[src/hw/rtl/wvrd_pkg.sv]
// Shared constants, widths and interface types for the window variance rest detector.
// No dependencies; every other file of the block except wvrd_ram imports this package.
package wvrd_pkg;

  // Window geometry
  localparam int WINDOW_DEPTH = 50;
  localparam int POS_W        = (WINDOW_DEPTH > 1) ? $clog2(WINDOW_DEPTH) : 1;
  localparam int CNT_W        = $clog2(WINDOW_DEPTH + 1);

  // Field widths
  localparam int MAG_W  = 16;
  localparam int TIME_W = 32;
  localparam int THR_W  = 30;
  localparam int HOLD_W = 32;
  localparam int VAR_W  = 30;

  // Running sums and the variance numerator / denominator
  localparam int S1_W  = MAG_W + CNT_W;
  localparam int S2_W  = 2 * MAG_W + CNT_W;
  localparam int NUM_W = S2_W + CNT_W;
  localparam int DEN_W = 2 * CNT_W;

  // Divider step counter
  localparam int DIV_STEP_W = $clog2(VAR_W);

  // Configuration port
  localparam int CFG_DATA_W = 32;
  localparam int CFG_IDX_W  = 2;
  localparam logic [CFG_IDX_W-1:0] CFG_THRESH = CFG_IDX_W'(0);
  localparam logic [CFG_IDX_W-1:0] CFG_HOLD   = CFG_IDX_W'(1);

  localparam logic [THR_W-1:0]  THR_RESET  = THR_W'(167772);
  localparam logic [HOLD_W-1:0] HOLD_RESET = HOLD_W'(3000);

  // Window stats -> divider
  typedef struct packed {
    logic [NUM_W-1:0] num;
    logic [DEN_W-1:0] den;
  } wvrd_div_req_t;

  // Rest tracker -> output register
  typedef struct packed {
    logic              resting;
    logic              started;
    logic              ended;
    logic [TIME_W-1:0] length;
  } wvrd_rest_res_t;

endpackage

[src/hw/rtl/wvrd_ram.sv]
// Generic simple dual-port RAM, one write and one registered read port.
// No dependencies.
module wvrd_ram #(
  parameter int WIDTH = 16,
  parameter int DEPTH = 50
) (
  input  logic                     clk,
  input  logic                     we,
  input  logic [$clog2(DEPTH)-1:0] waddr,
  input  logic [WIDTH-1:0]         wdata,
  input  logic                     re,
  input  logic [$clog2(DEPTH)-1:0] raddr,
  output logic [WIDTH-1:0]         rdata
);

  logic [WIDTH-1:0] mem [DEPTH];

  always_ff @(posedge clk) begin
    if (we) begin
      mem[waddr] <= wdata;
    end
    if (re) begin
      rdata <= mem[raddr];
    end
  end

endmodule

[src/hw/rtl/wvrd_window.sv]
// Sample window in RAM with running sum and sum of squares; produces the
// variance numerator n*S2 - S1^2 and denominator n*n. Uses wvrd_pkg, wvrd_ram.
module wvrd_window
  import wvrd_pkg::*;
(
  input  logic             clk,
  input  logic             rst_n,
  input  logic             start,
  input  logic [MAG_W-1:0] mag,
  output logic             done,
  output wvrd_div_req_t    req
);

  typedef enum logic [2:0] {
    W_IDLE,
    W_READ,
    W_SUM,
    W_MUL,
    W_SUB
  } win_state_t;

  win_state_t       state_r;
  logic [POS_W-1:0] pos_r;
  logic             filled_r;
  logic [S1_W-1:0]  s1_r;
  logic [S2_W-1:0]  s2_r;
  logic [MAG_W-1:0] old_r;
  logic [2*MAG_W-1:0] old_sq_r;
  logic [2*MAG_W-1:0] mag_sq_r;
  logic [NUM_W-1:0] sq1_r;
  logic [NUM_W-1:0] ns2_r;
  logic [NUM_W-1:0] num_r;
  logic [DEN_W-1:0] den_r;
  logic             done_r;

  logic [MAG_W-1:0] rdata;
  logic             ram_re;
  logic             ram_we;
  logic [CNT_W-1:0] n_w;
  logic [NUM_W-1:0] sq1_w;
  logic [NUM_W-1:0] ns2_w;
  logic [DEN_W-1:0] den_w;

  // Read the entry to be replaced at accept, overwrite it in the cycle after
  assign ram_re = (state_r == W_IDLE) && start;
  assign ram_we = (state_r == W_READ);

  wvrd_ram #(
    .WIDTH(MAG_W),
    .DEPTH(WINDOW_DEPTH)
  ) u_ram (
    .clk  (clk),
    .we   (ram_we),
    .waddr(pos_r),
    .wdata(mag),
    .re   (ram_re),
    .raddr(pos_r),
    .rdata(rdata)
  );

  // Fill count after the update
  assign n_w   = filled_r ? CNT_W'(WINDOW_DEPTH) : CNT_W'(pos_r);
  assign sq1_w = NUM_W'(s1_r) * NUM_W'(s1_r);
  assign ns2_w = NUM_W'(n_w) * NUM_W'(s2_r);
  assign den_w = DEN_W'(n_w) * DEN_W'(n_w);

  always_ff @(posedge clk) begin
    if (!rst_n) begin
      state_r  <= W_IDLE;
      pos_r    <= '0;
      filled_r <= 1'b0;
      s1_r     <= '0;
      s2_r     <= '0;
      done_r   <= 1'b0;
    end else begin
      done_r <= 1'b0;
      case (state_r)
        W_IDLE: begin
          if (start) begin
            state_r <= W_READ;
          end
        end
        // Old entry only counts once the window has wrapped
        W_READ: begin
          old_r    <= filled_r ? rdata : '0;
          old_sq_r <= filled_r ? ((2*MAG_W)'(rdata) * (2*MAG_W)'(rdata)) : '0;
          mag_sq_r <= (2*MAG_W)'(mag) * (2*MAG_W)'(mag);
          state_r  <= W_SUM;
        end
        W_SUM: begin
          s1_r <= s1_r - S1_W'(old_r) + S1_W'(mag);
          s2_r <= s2_r - S2_W'(old_sq_r) + S2_W'(mag_sq_r);
          if (pos_r == POS_W'(WINDOW_DEPTH - 1)) begin
            pos_r    <= '0;
            filled_r <= 1'b1;
          end else begin
            pos_r <= pos_r + POS_W'(1);
          end
          state_r <= W_MUL;
        end
        W_MUL: begin
          sq1_r   <= sq1_w;
          ns2_r   <= ns2_w;
          den_r   <= den_w;
          state_r <= W_SUB;
        end
        W_SUB: begin
          num_r   <= (ns2_r >= sq1_r) ? (ns2_r - sq1_r) : '0;
          done_r  <= 1'b1;
          state_r <= W_IDLE;
        end
        default: begin
          state_r <= W_IDLE;
        end
      endcase
    end
  end

  assign done    = done_r;
  assign req.num = num_r;
  assign req.den = den_r;

endmodule

[src/hw/rtl/wvrd_div.sv]
// Restoring divider, one quotient bit per cycle, for the window variance.
// Uses wvrd_pkg. The quotient is known to fit VAR_W bits.
module wvrd_div
  import wvrd_pkg::*;
(
  input  logic             clk,
  input  logic             rst_n,
  input  logic             start,
  input  wvrd_div_req_t    req,
  output logic             done,
  output logic [VAR_W-1:0] quotient
);

  logic                  busy_r;
  logic                  done_r;
  logic [DIV_STEP_W-1:0] step_r;
  logic [DEN_W-1:0]      rem_r;
  logic [DEN_W-1:0]      den_r;
  logic [VAR_W-1:0]      lo_r;
  logic [VAR_W-1:0]      q_r;

  logic [DEN_W:0] trial_w;
  logic           ge_w;

  // Shift in the next dividend bit and try to subtract
  assign trial_w = {rem_r, lo_r[VAR_W-1]};
  assign ge_w    = trial_w >= {1'b0, den_r};

  always_ff @(posedge clk) begin
    if (!rst_n) begin
      busy_r <= 1'b0;
      done_r <= 1'b0;
      step_r <= '0;
    end else begin
      done_r <= 1'b0;
      if (!busy_r) begin
        if (start) begin
          // High part is below the divisor since the quotient fits VAR_W bits
          rem_r  <= req.num[VAR_W +: DEN_W];
          lo_r   <= req.num[VAR_W-1:0];
          den_r  <= req.den;
          step_r <= DIV_STEP_W'(VAR_W - 1);
          busy_r <= 1'b1;
        end
      end else begin
        rem_r <= ge_w ? DEN_W'(trial_w - {1'b0, den_r}) : trial_w[DEN_W-1:0];
        lo_r  <= {lo_r[VAR_W-2:0], 1'b0};
        q_r   <= {q_r[VAR_W-2:0], ge_w};
        if (step_r == '0) begin
          busy_r <= 1'b0;
          done_r <= 1'b1;
        end else begin
          step_r <= step_r - DIV_STEP_W'(1);
        end
      end
    end
  end

  assign done     = done_r;
  assign quotient = q_r;

endmodule

[src/hw/rtl/wvrd_rest.sv]
// Rest tracker: low-variance timing, rest entry and exit with pulses.
// Uses wvrd_pkg. State commits on the update strobe.
module wvrd_rest
  import wvrd_pkg::*;
(
  input  logic              clk,
  input  logic              rst_n,
  input  logic              update,
  input  logic [VAR_W-1:0]  variance,
  input  logic [TIME_W-1:0] now,
  input  logic [THR_W-1:0]  threshold,
  input  logic [HOLD_W-1:0] hold_ms,
  output wvrd_rest_res_t    res
);

  logic              rest_r;
  logic              timing_r;
  logic [TIME_W-1:0] low_start_r;
  logic [TIME_W-1:0] rest_start_r;

  logic              rest_nxt;
  logic              timing_nxt;
  logic [TIME_W-1:0] low_start_nxt;
  logic [TIME_W-1:0] rest_start_nxt;
  logic              low_w;
  logic [TIME_W-1:0] low_elapsed_w;

  assign low_w         = variance < threshold;
  assign low_elapsed_w = now - low_start_r;

  always_comb begin
    rest_nxt       = rest_r;
    timing_nxt     = timing_r;
    low_start_nxt  = low_start_r;
    rest_start_nxt = rest_start_r;
    res.started    = 1'b0;
    res.ended      = 1'b0;
    res.length     = '0;
    if (!rest_r) begin
      if (low_w) begin
        if (!timing_r) begin
          // First low sample only marks the start of the stretch
          timing_nxt    = 1'b1;
          low_start_nxt = now;
        end else if (low_elapsed_w >= hold_ms) begin
          rest_nxt       = 1'b1;
          res.started    = 1'b1;
          rest_start_nxt = low_start_r;
        end
      end else begin
        timing_nxt = 1'b0;
      end
    end else if (!low_w) begin
      res.length = now - rest_start_r;
      res.ended  = 1'b1;
      rest_nxt   = 1'b0;
      timing_nxt = 1'b0;
    end
    res.resting = rest_nxt;
  end

  always_ff @(posedge clk) begin
    if (!rst_n) begin
      rest_r       <= 1'b0;
      timing_r     <= 1'b0;
      low_start_r  <= '0;
      rest_start_r <= '0;
    end else if (update) begin
      rest_r       <= rest_nxt;
      timing_r     <= timing_nxt;
      low_start_r  <= low_start_nxt;
      rest_start_r <= rest_start_nxt;
    end
  end

endmodule

[src/hw/rtl/window_variance_rest_detector.sv]
// Window variance rest detector, top level.
// Window variance path: input accept, window read/update sequence, 30-step serial divider,
// out_valid. One transaction at a time: a new input is taken only once the previous result
// is loaded into the output register. A finished result may wait in the output register.
// Reset (rst_n low, synchronous): window empty, sums and rest state cleared, config to
// defaults. Window RAM contents are not cleared; entries are used only after written.
module window_variance_rest_detector
  import wvrd_pkg::*;
(
  input  logic                  clk,
  input  logic                  rst_n,
  // Input channel
  input  logic                  in_valid,
  output logic                  in_stall,
  input  logic [MAG_W-1:0]      in_magnitude,
  input  logic [TIME_W-1:0]     in_time_ms,
  // Result channel
  output logic                  out_valid,
  input  logic                  out_stall,
  output logic [VAR_W-1:0]      out_variance,
  output logic                  out_resting,
  output logic                  out_rest_started,
  output logic                  out_rest_ended,
  output logic [TIME_W-1:0]     out_rest_length_ms,
  // Configuration
  input  logic                  cfg_we,
  input  logic [CFG_IDX_W-1:0]  cfg_index,
  input  logic [CFG_DATA_W-1:0] cfg_wdata
);

  typedef enum logic [1:0] {
    T_IDLE,
    T_CALC,
    T_OUT
  } top_state_t;

  top_state_t        state_r;
  logic [MAG_W-1:0]  mag_r;
  logic [TIME_W-1:0] time_r;
  logic [VAR_W-1:0]  var_r;
  logic [THR_W-1:0]  thr_r;
  logic [HOLD_W-1:0] hold_r;
  logic              out_valid_r;
  logic [VAR_W-1:0]  out_var_r;
  wvrd_rest_res_t    out_res_r;

  logic              in_accept;
  logic              out_free;
  logic              publish;
  logic              win_done;
  wvrd_div_req_t     div_req;
  logic              div_done;
  logic [VAR_W-1:0]  div_q;
  wvrd_rest_res_t    rest_res;

  assign in_stall  = (state_r != T_IDLE);
  assign in_accept = in_valid && !in_stall;
  assign out_free  = !out_valid_r || !out_stall;
  assign publish   = (state_r == T_OUT) && out_free;

  wvrd_window u_window (
    .clk  (clk),
    .rst_n(rst_n),
    .start(in_accept),
    .mag  (mag_r),
    .done (win_done),
    .req  (div_req)
  );

  wvrd_div u_div (
    .clk     (clk),
    .rst_n   (rst_n),
    .start   (win_done),
    .req     (div_req),
    .done    (div_done),
    .quotient(div_q)
  );

  wvrd_rest u_rest (
    .clk      (clk),
    .rst_n    (rst_n),
    .update   (publish),
    .variance (var_r),
    .now      (time_r),
    .threshold(thr_r),
    .hold_ms  (hold_r),
    .res      (rest_res)
  );

  // Configuration registers
  always_ff @(posedge clk) begin
    if (!rst_n) begin
      thr_r  <= THR_RESET;
      hold_r <= HOLD_RESET;
    end else if (cfg_we) begin
      case (cfg_index)
        CFG_THRESH: thr_r  <= cfg_wdata[THR_W-1:0];
        CFG_HOLD:   hold_r <= cfg_wdata[HOLD_W-1:0];
        default: ;
      endcase
    end
  end

  // Sequencer and output register
  always_ff @(posedge clk) begin
    if (!rst_n) begin
      state_r     <= T_IDLE;
      out_valid_r <= 1'b0;
    end else begin
      // Drained with nothing new to load
      if (out_valid_r && !out_stall && !publish) begin
        out_valid_r <= 1'b0;
      end
      case (state_r)
        T_IDLE: begin
          if (in_accept) begin
            mag_r   <= in_magnitude;
            time_r  <= in_time_ms;
            state_r <= T_CALC;
          end
        end
        T_CALC: begin
          if (div_done) begin
            var_r   <= div_q;
            state_r <= T_OUT;
          end
        end
        T_OUT: begin
          if (out_free) begin
            out_var_r   <= var_r;
            out_res_r   <= rest_res;
            out_valid_r <= 1'b1;
            state_r     <= T_IDLE;
          end
        end
        default: begin
          state_r <= T_IDLE;
        end
      endcase
    end
  end

  assign out_valid          = out_valid_r;
  assign out_variance       = out_var_r;
  assign out_resting        = out_res_r.resting;
  assign out_rest_started   = out_res_r.started;
  assign out_rest_ended     = out_res_r.ended;
  assign out_rest_length_ms = out_res_r.length;

endmodule
[config.mk]
export PLATFORM = sky130hd
export DESIGN_NAME = window_variance_rest_detector
export DESIGN_NICKNAME = d
export VERILOG_FILES = /design/src/hw/rtl/wvrd_pkg.sv /design/src/hw/rtl/wvrd_ram.sv /design/src/hw/rtl/wvrd_window.sv /design/src/hw/rtl/wvrd_div.sv /design/src/hw/rtl/wvrd_rest.sv /design/src/hw/rtl/window_variance_rest_detector.sv
export SDC_FILE = /design/constraint.sdc
export NUM_CORES = 2
export LEC_CHECK = 0
export BUFFER_PORTS_ARGS = -buffer_cell sky130_fd_sc_hd__buf_2
export CORE_MARGIN = 1
export CORE_UTILIZATION = 55
export CTS_BUF_LIST = sky130_fd_sc_hd__clkbuf_16
export CTS_CLUSTER_DIAMETER = 40
export CTS_CLUSTER_SIZE = 40
export DETAILED_ROUTE_END_ITERATION = 8
export PLACE_DENSITY = 0.71
export SYNTH_ARGS = -nofsm -noshare
export SYNTH_HDL_FRONTEND = slang
export SYNTH_SLANG_ARGS = --single-unit
export TNS_END_PERCENT = 50
[constraint.sdc]
create_clock -name clk -period 12.9 [get_ports clk]
set_clock_uncertainty 0.05 [all_clocks]
set_input_delay 1.29 -clock clk [delete_from_list [all_inputs] [get_ports clk]]
set_output_delay 1.29 -clock clk [all_outputs]
set_load 0.01 [all_outputs]
Word level (Yosys, flattened, before mapping)
Memories as Yosys holds them, arrays and structs flattened. A register that Yosys moved wholly into a read port is not among the register bits.
Index checks and enable logic that the tools add are counted.
- ROM bits: 0
- bits in latches: 0
- output and inout port bits: 67
- bits of input ports: 87
- word-level logic and storage cells: 142
- bits in registers: 658
- memories: 1
- bits in writable memories: 800
- equality and inequality tests: 14
- mux-type cells: 34
- $mul: 5
- order comparisons: 4
- bitwise logic cells: 3
- div/mod/pow operators: 0
- reduce and logical (&&, ||, !) cells: 34
- shift-type cells: 0
- $add $sub $neg: 10
- memories (name ; depth ; bits a word ; read ports ; clocked after Yosys merged registers in ; write ports ; RTL line ; source):
    u_window.u_ram.mem ; 50 ; 16 ; 1 ; 1 ; 1 ; wvrd_ram.sv:16 ; logic [WIDTH-1:0] mem [DEPTH];
- operators with widths (kind ; number):
    16-bit by 16-bit multiplier with 32-bit output ; 2
    32-bit subtractor ; 2
    30-bit two-way mux ; 2
    44-bit greater-or-equal comparator ; 1
    22-bit by 22-bit multiplier with 44-bit output ; 1
    6-bit by 38-bit multiplier with 44-bit output ; 1
    42-bit subtractor ; 1
    38-bit by 32-bit adder with 38-bit output ; 1
    38-bit by 32-bit subtractor with 38-bit output ; 1
    12-bit two-way mux ; 3
    33-bit two-way mux ; 1
    32-bit greater-or-equal comparator ; 1
    30-bit less-than comparator ; 1
    22-bit by 16-bit adder with 22-bit output ; 1
    22-bit by 16-bit subtractor with 22-bit output ; 1
    2-bit AND reduction ; 10
    1-bit two-way mux ; 17
    5-bit two-way mux ; 3
    3-bit AND reduction ; 5
    13-bit by 12-bit greater-or-equal comparator with 1-bit output ; 1
    6-bit by 6-bit multiplier with 12-bit output ; 1
    6-bit two-way mux ; 2
    3-bit one-hot mux with 4 select lines ; 1
    12-bit subtractor ; 1
    24 further kinds ; 43

Logic depth before layout (Yosys ltp)
- depth after elaboration: 8
- mapped depth: 29
- gate-level depth less buffers: 27

Cells and area by module
A second synthesis with hierarchy kept.
- cells, all modules: 8890
- area, all modules: 101043.2 µm²
- by module, submodules not included (module ; sequential area each (µm²) ; cells each ; area an instance (µm²) ; instances):
    wvrd_window ; 7997.7 ; 5538 ; 50831.3 ; 1
    wvrd_ram ; 24503.5 ; 1685 ; 31741.7 ; 1
    wvrd_rest ; 1321.3 ; 971 ; 7462.2 ; 1
    window_variance_rest_detector ; 5595.4 ; 411 ; 6925.4 ; 1
    wvrd_div ; 2662.6 ; 285 ; 4082.7 ; 1

Least setup slack after synthesis
OpenSTA, ideal clock, no wires.
- path type: in2reg
- start: input rst_n
- end: register u_window.den_r[0] (enable)
- path slack: 3567 ps
- data required time: 12175 ps
- data arrival time: 8608 ps
- setup time: 675 ps
- buffers on the path: 2
- stages on the path: 4
- cells stage by stage: clkbuf_1 inv_2 clkbuf_1 nor3_1
- word-level cells in the longest chain between the ends: 1
- RTL lines (what ; RTL line ; source):
    start: declaration ; window_variance_rest_detector.sv:11 ; input logic rst_n,
    2-bit AND reduction (no source line) ; -- ;
    end signal: assignment ; wvrd_window.sv:104 ; den_r <= den_w;
    end: declaration ; wvrd_window.sv:33 ; logic [DEN_W-1:0] den_r;
No other way between the ends.
A chain may end at the register's enable or synchronous reset.

Final worst setup path
- start: register u_window.s1_r[6]
- end: register u_window.sq1_r[37], data pin
- word-level cells in the longest chain between the ends: 1
- RTL lines (what ; RTL line ; source):
    start: declaration ; wvrd_window.sv:25 ; logic [S1_W-1:0] s1_r;
    start signal: assignment ; wvrd_window.sv:91 ; s1_r <= s1_r - S1_W'(old_r) + S1_W'(mag);
    22-bit by 22-bit multiplier with 44-bit output ; wvrd_window.sv:63 ; assign sq1_w = NUM_W'(s1_r) * NUM_W'(s1_r);
    named net u_window.sq1_w[37] ; wvrd_window.sv:40 ; logic [NUM_W-1:0] sq1_w;
    end signal: assignment ; wvrd_window.sv:102 ; sq1_r <= sq1_w;
    end: declaration ; wvrd_window.sv:30 ; logic [NUM_W-1:0] sq1_r;
The timed path passes the listed nets, and every way through them passes these cells.

==> results_tabular.tex <==
\begin{tabular}{lr}
\hline
Metric & Value \\
\hline
\multicolumn{2}{l}{\textbf{Timing}} \\
\quad Slew Limit Headroom & 0.2155 \\
\quad Setup repair after global routing missed its margin & false \\
\quad Final setup vio count & 0 \\
\quad Max Slew Vio Count & 0 \\
\quad Final worst path period need & around 8.9 ns \\
\quad Final TNS setup & 0 ns \\
\quad Slew at the pin closest to its max-slew limit & between 1 and 1.5 ns \\
\quad Top achievable clock speed & roughly 0.11 GHz \\
\quad Hold slack final & roughly 0.36 ns \\
\quad Period utilization & 0.6890 \\
\quad Endpoints failing hold & 0 \\
\multicolumn{2}{l}{\textbf{GRT}} \\
\quad Global-route wire length before repair & 394.8 mm \\
\quad Antenna violations before repair & 6 \\
\quad Largest net degree at the start of global routing & 136 \\
\quad Via count of the first global-routing pass & roughly 67000 \\
\quad Aggregate global-route resource usage & 0.2888 \\
\quad Final global-route overflow total & 0 \\
\multicolumn{2}{l}{\textbf{Drt}} \\
\quad Total number of vias & about 66000 \\
\quad Avg Vias per Cell & 5.819 \\
\quad Average routed wire per standard cell & approximately 23 µm \\
\quad Overall routed net length & 258.4 mm \\
\quad Final routed DRC violation total & 8 \\
\quad First drt pass iteration count & 9 \\
\quad DRT antenna net count & 0 \\
\quad Iter 0 DRT Violations & about 6400 \\
\multicolumn{2}{l}{\textbf{Die}} \\
\quad Vert. Die Dim & 423.4 µm \\
\quad Row Count & around 150 \\
\quad Core Region & 176300 µm² \\
\quad Initial Utilization & 0.5540 \\
\quad Total I/O pin count & between 150 and 200 \\
\quad Die Width & about 420 µm \\
\quad Overall die area & 179300 µm² \\
\multicolumn{2}{l}{\textbf{Layout}} \\
\quad Final net count & 10500 \\
\quad Most frequent standard cell in the layout excluding fill and tap cells & sky130\_fd\_sc\_hd\_\_inv\_1 \\
\quad Area growth from synthesis to layout & 10.47\% \\
\quad Area of all sequential standard cells & $\sim$42000 µm² \\
\quad Combined area of the multi-input logic cells & roughly 50000 µm² \\
\quad Cell area after layout & roughly 110000 µm² \\
\quad Highest-count cells in the layout ignoring fill and taps & sky130\_fd\_sc\_hd\_\_inv\_1, sky130\_fd\_sc\_hd\_\_edfxtp\_1, sky130\_fd\_sc\_hd\_\_fa\_1 \\
\quad Fraction of layout cells with a size suffix above 1 & 0.08047 \\
\quad Number of filler instances in the final layout & between 10000 and 15000 \\
\quad End-of-flow core utilization & 0.6119 \\
\multicolumn{2}{l}{\textbf{Setup path}} \\
\quad Data arrival time of the critical path & 9.43 ns \\
\quad Nature of the critical path startpoint & register \\
\quad Stage delay of the slowest cell on the critical path & 0.79 ns \\
\quad Critical Path End Type & register \\
\quad Slowest-stage cell, CP & sky130\_fd\_sc\_hd\_\_dfxtp\_1 \\
\quad Buffer and inverter count on the worst path & 5 \\
\quad Data required time of the worst path & around 13 ns \\
\quad Most frequent cell on the critical path & sky130\_fd\_sc\_hd\_\_fa\_1 \\
\quad Worst path top cell family by delay & adder cells \\
\quad Type of the worst setup path & reg -> reg \\
\quad Max Fanout on Critical Path & 16 \\
\multicolumn{2}{l}{\textbf{CTS}} \\
\quad Clock buffer depth & 3 \\
\quad Clock sink count & approximately 1500 \\
\quad Clock root buffer & sky130\_fd\_sc\_hd\_\_clkbuf\_16 \\
\quad CTS resizes & 0 \\
\quad Number of setup buffers added after CTS & 0 \\
\quad Total clock buffers created by CTS & $\sim$180 \\
\quad Later-pin clock latency in the skew report & 0.85 ns \\
\quad Clock tree from TritonCTS & built \\
\quad Hold Buf Count CTS & 0 \\
\quad \# H-tree levels & 4 \\
\quad Clock-pin transition on the worst setup and hold timing paths & around 0.070 ns \\
\multicolumn{2}{l}{\textbf{Power}} \\
\quad Cell leakage power & between 40 and 50 nW \\
\quad Total power per unit cell area & roughly 170 nW/µm² \\
\quad Total Power Consumption & around 18 mW \\
\quad Highest ir drop seen on vdd & approximately 0.47 mV \\
\multicolumn{2}{l}{\textbf{Placement}} \\
\quad Count of buffers inserted at the top-level ports & $\sim$150 \\
\quad Area of placed instances & $\sim$100000 µm² \\
\quad Gp weighted congestion & $\sim$0.94 \\
\quad Half-perimeter wire length of the detailed placement result & about 180 mm \\
\multicolumn{2}{l}{\textbf{Synthesis}} \\
\quad Synthesis Warnings & 0 \\
\quad Post-Synthesis Mean Instance Area & about 11 µm² \\
\quad Fraction of registers with async set/reset & 0 \\
\quad Post-Synthesis Cell Area & 97670 µm² \\
\quad Number of enable-type register cells in the synthesized netlist & approximately 1300 \\
\quad Most frequently used flop master after synthesis & sky130\_fd\_sc\_hd\_\_edfxtp\_1 \\
\quad Syn Inst Count & roughly 8700 \\
\quad Share of synthesized area occupied by flip-flops and latches & 0.4299 \\
\quad Number of different library cells in the post-synthesis netlist & 80 \\
\quad Flops \& latches, synth & 1468 \\
\quad Mapped Nets & around 10000 \\
\multicolumn{2}{l}{\textbf{Outcome}} \\
\quad Violated checks & design-rule violations \\
\quad Status & finished, violations left \\
\multicolumn{2}{l}{\textbf{Job}} \\
\quad Max-cap violations & 0 \\
\multicolumn{2}{l}{\textbf{Hold path}} \\
\quad Path class of the lowest-slack min-delay path & reg -> reg \\
\hline
\end{tabular}
cells by family after synthesis:
kind of cell / after synthesis / share of synthesized area
compound gates: 1498 / 0.1040
xor+xnor: 315 / 0.02825
fa+ha+maj: 1551 / 0.2656
buf+inv: 1796 / 0.06918
flops: 1468 / 0.4299
mux: 129 / 0.01367
simple gates: 1959 / 0.08938
sequential cells by signal, indices dropped and copies added, names as in the netlist, 32 cells and up:
register,flops
out_rest_length_ms,32
hold_r,32
time_r,32
u_rest.rest_start_r,32
u_window.sq1_r,43
u_window.s2_r,38
u_window.ns2_r,44
u_window.u_ram.mem,800
u_rest.low_start_r,32
u_window.num_r,42
final cells by class:
| class | count | area share |
|---|---|---|
| Multi-Input combinational cell | 5452 | 0.4545 |
| Tap cell | 2340 | 0.02714 |
| Sequential cell | 1468 | 0.3892 |
| Antenna cell | 1 | 0.00002319 |
| Inverter | 1472 | 0.05126 |
| Timing Repair Buffer | 287 | 0.01677 |
| Clock inverter | 158 | 0.01817 |
| Clock buffer | 185 | 0.04291 |
worst paths after layout:
path                                   startpoint  slack (ns)            endpoint  depth (start not counted)
worst min register to register  u_window.den_r[8]        0.36      u_div.den_r[8]                          0
worst max-delay path             u_window.s1_r[6]        4.01  u_window.sq1_r[37]                         25
worst min-delay path            u_window.den_r[8]        0.36      u_div.den_r[8]                          0
worst max register to register   u_window.s1_r[6]        4.01  u_window.sq1_r[37]                         25
power breakdown:
group          internal (mW)  switching [mW]  leakage (nW)
registers               5.31           0.139          13.1
logic                   2.99            4.47          30.2
clock network           3.07            2.28          3.21
total                   11.4            6.90          46.5
synthesized netlist by cell type, types with 37 or more instances:
cell / instances / area [µm²]
sky130_fd_sc_hd__a221oi_1: 66 / 578.1
sky130_fd_sc_hd__nor3_1: 65 / 325.3
sky130_fd_sc_hd__a22o_1: 62 / 543.0
sky130_fd_sc_hd__a22oi_1: 261 / 1959
sky130_fd_sc_hd__nand4_1: 88 / 550.5
sky130_fd_sc_hd__a211oi_1: 37 / 277.8
sky130_fd_sc_hd__a31oi_1: 57 / 356.6
sky130_fd_sc_hd__and2_1: 125 / 782.0
sky130_fd_sc_hd__nand2_1: 771 / 2894
sky130_fd_sc_hd__fa_1: 871 / 17440
sky130_fd_sc_hd__nor2b_1: 44 / 275.3
sky130_fd_sc_hd__nor2_1: 623 / 2338
sky130_fd_sc_hd__xor2_1: 129 / 1130
sky130_fd_sc_hd__o21a_1: 40 / 300.3
sky130_fd_sc_hd__a21o_1: 186 / 1396
sky130_fd_sc_hd__o21bai_1: 42 / 315.3
sky130_fd_sc_hd__nand2b_1: 50 / 312.8
sky130_fd_sc_hd__o211ai_1: 37 / 277.8
sky130_fd_sc_hd__xnor2_1: 186 / 1629
sky130_fd_sc_hd__a21oi_1: 403 / 2017
sky130_fd_sc_hd__mux2i_1: 94 / 940.9
sky130_fd_sc_hd__o21ai_0: 150 / 750.7
sky130_fd_sc_hd__clkbuf_1: 285 / 1070
sky130_fd_sc_hd__ha_1: 679 / 8496
sky130_fd_sc_hd__dfxtp_1: 209 / 4184
sky130_fd_sc_hd__inv_1: 1449 / 5439
sky130_fd_sc_hd__nand3_1: 63 / 315.3
sky130_fd_sc_hd__edfxtp_1: 1259 / 37810
per-layer routing:
layer | part of all wire | up-vias | GRT usage | wire, µm
met5 | 0.00015 | - | 0 | 40
li1 | - | 29890 | - | -
met4 | 0.042 | 6 | 0.1194 | 10890
met3 | 0.069 | 526 | 0.04454 | 17910
met2 | 0.49 | 2611 | 0.4819 | 125600
met1 | 0.40 | 33090 | 0.3767 | 104000
worst register-to-register path, cell delays in order, from the launching register on:
cell and delay (ns):
sky130_fd_sc_hd__dfxtp_1 0.79, sky130_fd_sc_hd__clkinv_1 0.65, sky130_fd_sc_hd__nor2_1 0.48, sky130_fd_sc_hd__fa_1 0.49, sky130_fd_sc_hd__fa_1 0.52, sky130_fd_sc_hd__inv_1 0.05, sky130_fd_sc_hd__fa_1 0.36, sky130_fd_sc_hd__inv_1 0.09
sky130_fd_sc_hd__fa_1 0.42, sky130_fd_sc_hd__fa_1 0.46, sky130_fd_sc_hd__fa_1 0.53, sky130_fd_sc_hd__inv_1 0.05, sky130_fd_sc_hd__fa_1 0.47, sky130_fd_sc_hd__inv_1 0.04, sky130_fd_sc_hd__ha_1 0.36, sky130_fd_sc_hd__a21oi_1 0.26
sky130_fd_sc_hd__o211ai_1 0.13, sky130_fd_sc_hd__a211oi_1 0.37, sky130_fd_sc_hd__o2111ai_1 0.18, sky130_fd_sc_hd__a21oi_1 0.19, sky130_fd_sc_hd__o31ai_1 0.13, sky130_fd_sc_hd__o31ai_1 0.77, sky130_fd_sc_hd__o21ai_1 0.31, sky130_fd_sc_hd__a21o_1 0.24
sky130_fd_sc_hd__a21oi_1 0.17, sky130_fd_sc_hd__xnor2_1 0.09
metrics by stage:
step | worst slack (ns) | std cells
after global placement | 4.104 | 11020
final | 4.011 | 11360
after CTS | 3.990 | 11360
after floorplan | 3.567 | 8716
after global routing | 3.496 | 11360
after detailed placement | 3.994 | 11020
No activity file was read; power rests on OpenSTA's default activity.
